[src/rtl/rls_pkg.sv]
// rls_pkg: shared types and constants for the ranked list store.
// Operation and status codes, port widths, default sizes, cell control struct.
// No dependencies.
`default_nettype none

package rls_pkg;

  localparam int CAPACITY_DEF   = 32;
  localparam int ELEM_WIDTH_DEF = 32;

  localparam int KIND_W   = 3;
  localparam int RANK_W   = 6;
  localparam int STATUS_W = 2;
  localparam int VALUE_W  = 32;
  localparam int SIZE_W   = 6;

  typedef enum logic [KIND_W-1:0] {
    KIND_INSERT = 3'd0,
    KIND_REMOVE = 3'd1,
    KIND_GET    = 3'd2,
    KIND_SET    = 3'd3,
    KIND_CLEAR  = 3'd4
  } kind_t;

  typedef enum logic [STATUS_W-1:0] {
    ST_OK    = 2'd0,
    ST_RANK  = 2'd1,
    ST_EMPTY = 2'd2,
    ST_FULL  = 2'd3
  } status_t;

  // Broadcast to every cell in the cycle an operation is accepted.
  typedef struct packed {
    logic ins_go;
    logic rem_go;
    logic set_go;
  } cell_ctl_t;

endpackage

`default_nettype wire

[src/rtl/rls_cell.sv]
// rls_cell: one entry of the ranked list store.
// Holds one value and shifts it to/from its neighbors on insert/remove.
// Depends on rls_pkg.
`default_nettype none

module rls_cell #(
  parameter int IDX        = 0,
  parameter int ELEM_WIDTH = rls_pkg::ELEM_WIDTH_DEF,
  parameter int CMP_W      = rls_pkg::RANK_W
) (
  input  wire logic                  clk,
  input  wire rls_pkg::cell_ctl_t    ctl,
  input  wire logic [CMP_W-1:0]      rank,
  input  wire logic [ELEM_WIDTH-1:0] wr_val,
  input  wire logic [ELEM_WIDTH-1:0] lower_val,
  input  wire logic [ELEM_WIDTH-1:0] upper_val,
  output logic      [ELEM_WIDTH-1:0] val,
  output logic      [ELEM_WIDTH-1:0] rd_val
);

  logic [ELEM_WIDTH-1:0] val_r;
  logic [ELEM_WIDTH-1:0] val_nxt;
  logic                  at;
  logic                  above;

  assign at    = (rank == CMP_W'(IDX));
  assign above = (rank < CMP_W'(IDX));

  always_comb begin
    val_nxt = val_r;
    if (ctl.ins_go) begin
      if (above) begin
        val_nxt = lower_val;
      end else if (at) begin
        val_nxt = wr_val;
      end
    end else if (ctl.rem_go) begin
      if (above || at) begin
        val_nxt = upper_val;
      end
    end else if (ctl.set_go && at) begin
      val_nxt = wr_val;
    end
  end

  always_ff @(posedge clk) begin
    val_r <= val_nxt;
  end

  assign val    = val_r;
  // Only the addressed cell drives the read bus; the rest contribute zero.
  assign rd_val = at ? val_r : '0;

endmodule

`default_nettype wire

[src/rtl/ranked_list_store.sv]
// ranked_list_store: bounded ordered list addressed by rank, top level.
// Instantiates a row of rls_cell entries; uses rls_pkg.
//
// One operation is taken per start pulse; busy stays low, so a new operation may
// be issued every cycle. All entries sit in a row of cells that shift in parallel,
// so insert and remove finish in the same cycle they are accepted. The result
// (status, old/read value, size after the operation) is shown for exactly one cycle
// on out_valid, in the cycle after the transfer, and cannot be held off. Throughput is
// one operation per cycle, set by the parallel cell shift and the rank-addressed
// read over all cells.
`default_nettype none

module ranked_list_store #(
  parameter int CAPACITY   = rls_pkg::CAPACITY_DEF,
  parameter int ELEM_WIDTH = rls_pkg::ELEM_WIDTH_DEF
) (
  input  wire logic                          clk,
  input  wire logic                          rst_n,
  input  wire logic                          start,
  output logic                               busy,
  input  wire logic [rls_pkg::KIND_W-1:0]    in_kind,
  input  wire logic [rls_pkg::RANK_W-1:0]    in_rank,
  input  wire logic [rls_pkg::VALUE_W-1:0]   in_elem_value,
  output logic                               out_valid,
  output logic [rls_pkg::STATUS_W-1:0]       out_status,
  output logic [rls_pkg::VALUE_W-1:0]        out_elem_out,
  output logic [rls_pkg::SIZE_W-1:0]         out_current_size
);

  localparam int CNT_W = $clog2(CAPACITY + 1);
  localparam int CMP_W = (CNT_W > rls_pkg::RANK_W) ? CNT_W : rls_pkg::RANK_W;

  logic                   accept;
  logic [CNT_W-1:0]       cnt_r;
  logic [CNT_W-1:0]       cnt_nxt;
  logic [CMP_W-1:0]       rank_x;
  logic [CMP_W-1:0]       cnt_x;
  logic [63:0]            in_wide;
  logic [ELEM_WIDTH-1:0]  wr_val;
  logic [ELEM_WIDTH-1:0]  rd_val;
  logic [63:0]            rd_wide;
  rls_pkg::cell_ctl_t     ctl;
  rls_pkg::status_t       status;
  logic                   use_rd;

  logic                   out_valid_r;
  logic [rls_pkg::STATUS_W-1:0] out_status_r;
  logic [rls_pkg::VALUE_W-1:0]  out_elem_out_r;

  logic [ELEM_WIDTH-1:0]  cell_val [CAPACITY];
  logic [ELEM_WIDTH-1:0]  cell_rd  [CAPACITY];

  assign busy    = 1'b0;
  assign accept  = start && !busy;
  assign rank_x  = CMP_W'(in_rank);
  assign cnt_x   = CMP_W'(cnt_r);
  assign in_wide = 64'(in_elem_value);
  assign wr_val  = in_wide[ELEM_WIDTH-1:0];

  // Decode
  always_comb begin
    ctl     = '0;
    status  = rls_pkg::ST_OK;
    use_rd  = 1'b0;
    cnt_nxt = cnt_r;
    unique case (in_kind)
      rls_pkg::KIND_INSERT: begin
        if (rank_x > cnt_x) begin
          status = rls_pkg::ST_RANK;
        end else if (cnt_x == CMP_W'(CAPACITY)) begin
          status = rls_pkg::ST_FULL;
        end else begin
          ctl.ins_go = accept;
          cnt_nxt    = cnt_r + CNT_W'(1);
        end
      end
      rls_pkg::KIND_REMOVE: begin
        if (cnt_r == '0) begin
          status = rls_pkg::ST_EMPTY;
        end else if (rank_x >= cnt_x) begin
          status = rls_pkg::ST_RANK;
        end else begin
          ctl.rem_go = accept;
          use_rd     = 1'b1;
          cnt_nxt    = cnt_r - CNT_W'(1);
        end
      end
      rls_pkg::KIND_GET: begin
        if (rank_x >= cnt_x) begin
          status = rls_pkg::ST_RANK;
        end else begin
          use_rd = 1'b1;
        end
      end
      rls_pkg::KIND_SET: begin
        if (rank_x >= cnt_x) begin
          status = rls_pkg::ST_RANK;
        end else begin
          ctl.set_go = accept;
          use_rd     = 1'b1;
        end
      end
      rls_pkg::KIND_CLEAR: begin
        cnt_nxt = '0;
      end
      default: begin
        status = rls_pkg::ST_RANK;
      end
    endcase
  end

  // Cell row
  for (genvar g = 0; g < CAPACITY; g++) begin : g_cell
    logic [ELEM_WIDTH-1:0] lower;
    logic [ELEM_WIDTH-1:0] upper;
    if (g == 0) begin : g_first
      assign lower = '0;
    end else begin : g_mid_lo
      assign lower = cell_val[g-1];
    end
    if (g == CAPACITY - 1) begin : g_last
      assign upper = cell_val[g];
    end else begin : g_mid_hi
      assign upper = cell_val[g+1];
    end
    rls_cell #(
      .IDX        (g),
      .ELEM_WIDTH (ELEM_WIDTH),
      .CMP_W      (CMP_W)
    ) u_cell (
      .clk       (clk),
      .ctl       (ctl),
      .rank      (rank_x),
      .wr_val    (wr_val),
      .lower_val (lower),
      .upper_val (upper),
      .val       (cell_val[g]),
      .rd_val    (cell_rd[g])
    );
  end

  // At most one cell hits, so OR-ing the read contributions selects it.
  always_comb begin
    rd_val = '0;
    for (int i = 0; i < CAPACITY; i++) begin
      rd_val = rd_val | cell_rd[i];
    end
  end

  assign rd_wide = 64'(rd_val);

  always_ff @(posedge clk) begin
    if (!rst_n) begin
      cnt_r       <= '0;
      out_valid_r <= 1'b0;
    end else begin
      out_valid_r <= accept;
      if (accept) begin
        cnt_r <= cnt_nxt;
      end
    end
  end

  always_ff @(posedge clk) begin
    if (accept) begin
      out_status_r   <= status;
      out_elem_out_r <= use_rd ? rd_wide[rls_pkg::VALUE_W-1:0] : '0;
    end
  end

  assign out_valid        = out_valid_r;
  assign out_status       = out_status_r;
  assign out_elem_out     = out_elem_out_r;
  assign out_current_size = rls_pkg::SIZE_W'(cnt_r);

  // Checks
  a_result_follows: assert property (@(posedge clk) disable iff (!rst_n)
    accept |=> out_valid)
    else $error("no result after transfer");

  a_no_spurious: assert property (@(posedge clk) disable iff (!rst_n)
    !accept |=> !out_valid)
    else $error("result without transfer");

  a_count_bound: assert property (@(posedge clk) disable iff (!rst_n)
    cnt_r <= CNT_W'(CAPACITY))
    else $error("count beyond capacity");

  a_err_zero: assert property (@(posedge clk) disable iff (!rst_n)
    (out_valid && out_status != rls_pkg::ST_OK) |-> out_elem_out == '0)
    else $error("nonzero value on error result");

  a_insert_grows: assert property (@(posedge clk) disable iff (!rst_n)
    (accept && in_kind == rls_pkg::KIND_INSERT && status == rls_pkg::ST_OK)
    |=> cnt_r == $past(cnt_r) + CNT_W'(1))
    else $error("insert did not grow list");

endmodule

`default_nettype wire
[config.mk]
export PLATFORM = sky130hd
export DESIGN_NAME = ranked_list_store
export DESIGN_NICKNAME = d
export VERILOG_FILES = /design/src/rtl/rls_pkg.sv /design/src/rtl/rls_cell.sv /design/src/rtl/ranked_list_store.sv
export SDC_FILE = /design/constraint.sdc
export NUM_CORES = 2
export LEC_CHECK = 0
export BUFFER_PORTS_ARGS = -buffer_cell sky130_fd_sc_hd__buf_4
export CAP_MARGIN = 20
export CORE_MARGIN = 5
export CORE_UTILIZATION = 50
export CTS_CLUSTER_DIAMETER = 200
export DETAILED_ROUTE_END_ITERATION = 16
export PLACE_DENSITY = 0.73
export SYNTH_ARGS = -nofsm -noshare
export SYNTH_HDL_FRONTEND = slang
export SYNTH_HIERARCHICAL = 1
export SYNTH_SLANG_ARGS = --single-unit
[constraint.sdc]
create_clock -name clk -period 21.5 [get_ports clk]
set_input_delay 0 -clock clk [delete_from_list [all_inputs] [get_ports clk]]
set_output_delay 0 -clock clk [all_outputs]
set_load 0.03 [all_outputs]
**Word level (Yosys, flattened, before mapping)**

Index checks and enable logic that the tools add are counted.

- Add/sub/neg operators: 2
- Order comparisons: 34
- Equal/unequal tests: 104
- Multiplexer cells: 243
- Bitwise operators: 31
- Reduce and logical (&&, ||, !) cells: 133

Operators with widths:

| operator | number |
|---|---|
| two-way mux 32 bit | 223 |
| OR 32 bit | 31 |
| != test 3 x 1 -> 1 bit, second input constant | 63 |
| equality test 6 x 5 -> 1 bit, second input constant | 16 |
| less-than comparator 6 x 5 -> 1 bit, second input constant | 16 |
| AND reduction 3 bit | 32 |
| nonzero test 3 bit | 32 |
| equality test 6 x 4 -> 1 bit, second input constant | 8 |
| less-than comparator 6 x 4 -> 1 bit, second input constant | 8 |
| logical AND 1 bit | 32 |
| logical OR 1 bit | 31 |
| equality test 6 x 3 -> 1 bit, second input constant | 4 |
| less-than comparator 6 x 3 -> 1 bit, second input constant | 4 |
| two-way mux 6 bit | 4 |
| case mux 6 bit (3 select lines) | 1 |
| equality test 6 x 2 -> 1 bit, second input constant | 2 |
| logical NOT 6 bit | 2 |
| less-than comparator 6 x 1 -> 1 bit, second input constant | 2 |
| less-than comparator 6 x 2 -> 1 bit, second input constant | 2 |
| two-way mux 1 bit | 10 |
| != test 2 bit, second input constant | 4 |
| case mux 2 bit (4 select lines) | 1 |
| adder 6 x 1 -> 6 bit, second input constant | 1 |
| equality test 3 x 2 -> 1 bit, second input constant | 2 |
| other kinds (14) | 16 |

- Flip-flop bits (word level): 1,065
- Bits of input ports: 44
- Output and inout port bits: 42
- Logic and storage cells: 583

**Depth between registers and ports, before layout**

- Word-level depth: 33
- Depth in mapped cells: 12
- Gate-level depth less buffers: 10

**Modules after synthesis**

Netlist, hierarchy kept.

Modules (own cells, without submodules):

| module | instances | cells an instance | area an instance (um2) |
|---|---|---|---|
| ranked_list_store | 1 | 516 | 4,088.9 |
| rls_cell at g_cell[31].u_cell | 1 | 366 | 3,146.8 |
| rls_cell at g_cell[19].u_cell | 1 | 235 | 2,585.0 |
| rls_cell at g_cell[15].u_cell | 1 | 230 | 2,557.5 |
| rls_cell at g_cell[13].u_cell | 1 | 228 | 2,467.4 |
| rls_cell at g_cell[11].u_cell | 1 | 233 | 2,413.6 |
| rls_cell at g_cell[18].u_cell | 1 | 235 | 2,399.8 |
| rls_cell at g_cell[25].u_cell | 1 | 236 | 2,396.0 |
| rls_cell at g_cell[7].u_cell | 1 | 235 | 2,392.3 |
| rls_cell at g_cell[22].u_cell | 1 | 264 | 2,368.5 |
| rls_cell at g_cell[3].u_cell | 1 | 263 | 2,368.5 |
| rls_cell at g_cell[26].u_cell | 1 | 262 | 2,353.5 |
| rls_cell at g_cell[27].u_cell | 1 | 266 | 2,347.3 |
| rls_cell at g_cell[9].u_cell | 1 | 232 | 2,293.4 |
| 19 more rows | - | - | - |

**Worst setup path after synthesis**

OpenSTA, ideal clock, no wires.

- Path kind: register to register
- Start: reg cnt_r[5] (netlist: out_current_size[5])
- End: reg g_cell[8].u_cell.val_r[0], enable pin
- Setup time: 0.594 ns
- Data arrival time: 12.238 ns
- Required time: 20.906 ns
- Setup slack: 8.668 ns
- Stages on the path, launching flop included: 9
- Clock period less this slack: 12.832 ns
- Path through: dfxtp_1 -> inv_2 -> ha_1 -> and4_1 -> nand3_1 -> o21a_1 -> nor3b_1 -> nor2_1 -> a2111oi_0

RTL lines:

| element | line | source |
|---|---|---|
| from (decl) | ranked_list_store.sv:34 | `logic [CNT_W-1:0] cnt_r;` |
| from (signal assigned) | ranked_list_store.sv:159 | `cnt_r <= cnt_nxt;` |
| to (signal assigned) | rls_cell.sv:47 | `val_r <= val_nxt;` |
| to (decl) | rls_cell.sv:21 | `logic [ELEM_WIDTH-1:0] val_r;` |

==> summary.md <==
| Metric | Value |
|---|---|
| Seq/Total Area, Yosys | 41.2% |
| Setup violators final | 0 |
| Max_cap viols | 0 |
| PwrDens | 59.5 nW/um^2 |
| Met2 usage | 53.8% |
| Final #Nets | 7654 |
| RSZ-0062 raised after global routing | false |
| Max VDD drop | 0.0703 mV |
| Hold depth | 4 |
| Crit path cell chain | inv_2, ha_1, and4_1, nand3_1, o21a_1, nor3b_2, buf_4, buf_12, buf_12, buf_12, buf_4, buf_4, nand2_1, or3_1, nand3_1 |
| DRC Markers | 0 |
| Flop2flop setup slack | 14.59 ns |
| Port buffer count | 84 |
| Post-Syn Area | 77500 sq um |
| Most frequent cells in the layout | 1058 x edfxtp_1, 672 x and2_1, 610 x nand2_1, 471 x nand3_1, 372 x a22oi_1 |
| Share of layout cells above drive strength 1 | 13.7% |
| RePlAce Congestion | 0.950 |
| Slew Viols, Final | 0 |
| CP Data Required Time | 22.13 ns |
| Min Tclk post-route | 6.91 ns |
| Largest net degree at the start of global routing | 177 |
| Leading area contributor after synthesis | edfxtp_1 |
| Most common cell after layout, fill and taps aside | edfxtp_1 |
| GRT busiest layer | met2 |
| Syn Nets | 8021 |
| Clock sinks | 1065 |
| Status | complete, no violations |
| Core outline area | 154000 sq um |
| Ports | 86 |
| Yosys top cell area share | 41.0% |
| Most used flip-flop cell after synthesis | edfxtp_1 |
| GR Util met1 | 45.4% |
| Worst R2R Path Depth | 15 |
| Nature of the critical path startpoint | flip-flop |
| Post-route insts no fill | 9755 |
| Critical Path Sink Type | flip-flop |
| Pleak | 27.9 nW |
| Avg Inst Size Synth | 9.73 sq um |
| Final period utilization | 32.1% |
| Max Fclk | 0.145 GHz |
| Die width | 404 microns |
| Top cells by area, synth | edfxtp_1 41%, and2_1 5.4%, a22oi_1 3.6%, mux2i_1 3.2%, nand3_1 3.1% |
| Slew @ Worst Pin | 1.24 ns |
| CP max stage cell | buf_4 |
| YS warnings | 6 |
| CTS clock-pin slew for the worst setup and hold paths | 0.06 ns |
| RR Endpoint | g_cell[22].u_cell/val[17] |
| Die Y | 404 microns |
| Number of synthesized flops with an enable pin | 1058 |
| Skew-Pair Late Insertion Delay | 0.78 ns |
| Async SR Flop Fraction | 0% |
| Pre-Repair DR Iteration Count | 9 |
| Hold Path Sink | g_cell[31].u_cell/val[23] |
| Layout area overhead | 7.14% |
| Setup Crit Path Kind | flip-flop to flip-flop |
| Number of global-route vias before repair | 68800 |
| Grt total ovfl | 0 |
| R2R Path Start | out_current_size[5] |
| Setup Skew | 0.0238 ns |
| Post-synthesis register bit count | 1065 |
| Initial core utilization | 50.3% |
| Die Area | 163000 sq um |
| Clock root cell | clkbuf_16 |
| Routing usage on met3 | 14.2% |
| Worst Hold Class | input port to flip-flop |
| Slew HR | 17.4% |
| Number of cells after detailed placement | 9457 |
| Vias/cell | 7.53 |
| WL final | 313 mm |
| Cell Rows | 144 |
| H-tree levels | 3 |
| DP HPWL | 189 mm |
| Max Root-Sink Buffers | 3 |
| Hold path start | in_rank[2] |
| Worst-path fanout max | 166 |
| Total track usage | 36.4% |
| Antenna-violating nets left | 0 |
| Post-CTS Setup Bufs | 0 |
| Cts bufs inserted | 118 |
| Max stage delay on crit path | 0.90 ns |
| Vias after detailed routing | 73500 |
| Final setup TNS | 0 ns |
| WP data arrival | 7.54 ns |
| Routed wire per std cell | 32.1 microns |
| Gate Count Post-Synth | 7966 |
| Initial antenna violation count | 20 |
| CTS tree | built |
| Final Hold Vio Count | 0 |
| Unique masters post-synth | 130 |
| First-pass GRT wire length | 458 mm |
| Initial detailed-routing violation count | 13100 |
worst max-delay path by stage:
stage / start / to / slack, ns / cells after the start
6_report: out_current_size[5] / g_cell[22].u_cell/val[17] / 14.59 / 15
5_1_grt: out_current_size[5] / g_cell[22].u_cell/val[17] / 14.32 / 15
4_1_cts: out_current_size[5] / g_cell[22].u_cell/val[17] / 14.86 / 15
3_5_place_dp: in_rank[4] / g_cell[22].u_cell/val[17] / 14.79 / 15
3_3_place_gp: in_rank[4] / g_cell[27].u_cell/val[0] / 14.89 / 15
2_1_floorplan: out_current_size[5] / g_cell[8].u_cell/val[0] / 8.67 / 8
critical path: cells and delay by family, from the launching register on:
| family | cells | cell delay, ns |
|---|---|---|
| AND/OR/NAND/NOR | 6 | 1.20 |
| AO/OA/AOI/OAI | 1 | 0.19 |
| adder cells (fa/ha/maj) | 1 | 0.34 |
| flip-flops | 1 | 0.43 |
| buffers and inverters | 7 | 4.20 |
state kept, by name, indices dropped and copies added, names as in the netlist:
name,flops
out_status,2
g_cell.u_cell/val,1024
out_elem_out,32
out_valid,1
out_current_size,6
cell families (layout without fill, tap and decap cells):
logic type | after synthesis | in the layout | share of synthesized area, %
flip-flops | 1065 | 1065 | 41.2
AO/OA/AOI/OAI | 2083 | 2083 | 22.0
adder cells (fa/ha/maj) | 11 | 11 | 0.187
buffers and inverters | 970 | 704 | 6.35
AND/OR/NAND/NOR | 3518 | 3518 | 26.1
multiplexers | 314 | 314 | 4.16
XOR/XNOR | 4 | 4 | 0.0452
other | 1 | 12 | 0.00484
area by class of cell:
type | count | area (sq um)
inverter | 135 | 507
antenna | 11 | 27.5
clock inverter | 65 | 468
multi-input combinational | 5931 | 41400
tap | 2044 | 2560
clock buffer | 156 | 3160
fill | 13600 | 71000
sequential | 1065 | 31900
timing repair buffer | 348 | 3050
layer usage:
metal	up-vias	routed length, microns
li1	30400	-
met1	35500	109000
met2	6216	133000
met3	1387	47700
met4	14	22900
met5	-	81
synth_stat cells (66+ instances only):
cell,count
edfxtp_1,1058
and2_1,675
nand2_1,612
nand3_1,473
clkbuf_1,389
a22oi_1,373
nor2b_1,337
a31oi_1,321
o211ai_1,292
a211oi_1,270
nor4_1,262
and3_1,257
nand4_1,255
mux2i_1,249
buf_2,241
nor2_1,235
inv_1,130
o21ai_0,108
buf_6,99
a211o_1,94
a221o_1,94
o211ai_2,85
o221a_2,72
or3_1,68
and2_2,67
nand4b_1,66
report_power, final:
part | switching (W) | internal (W)
Clock | 0.000924 | 0.00110
Sequential | 0.00000955 | 0.00230
Combinational | 0.000419 | 0.000196
Total | 0.00135 | 0.00359
metrics by stage:
| step | utilization [%] | setup slack (ns) | total power, W | hold slack (ns) | cell area (sq um) |
|---|---|---|---|---|---|
| after floorplan | - | 8.67 | 0.00271 | 0.112 | 77500 |
| after global placement | 51.0 | 14.89 | 0.00291 | 0.375 | 78500 |
| after detailed placement | 51.0 | 14.79 | 0.00293 | 0.380 | 78600 |
| after CTS | 53.7 | 14.86 | 0.00491 | 0.00891 | 82700 |
| after global routing | 53.9 | 14.32 | 0.00504 | 0.0977 | 83000 |
| final | 53.9 | 14.59 | 0.00495 | 0.0569 | 83100 |
what timing repair did:
action | CTS | global route
resized for setup | 0 | 0
hold endpoints to repair | 463 | 0
hold buffers | 44 | 0
(Power assumes the default switching activity.)
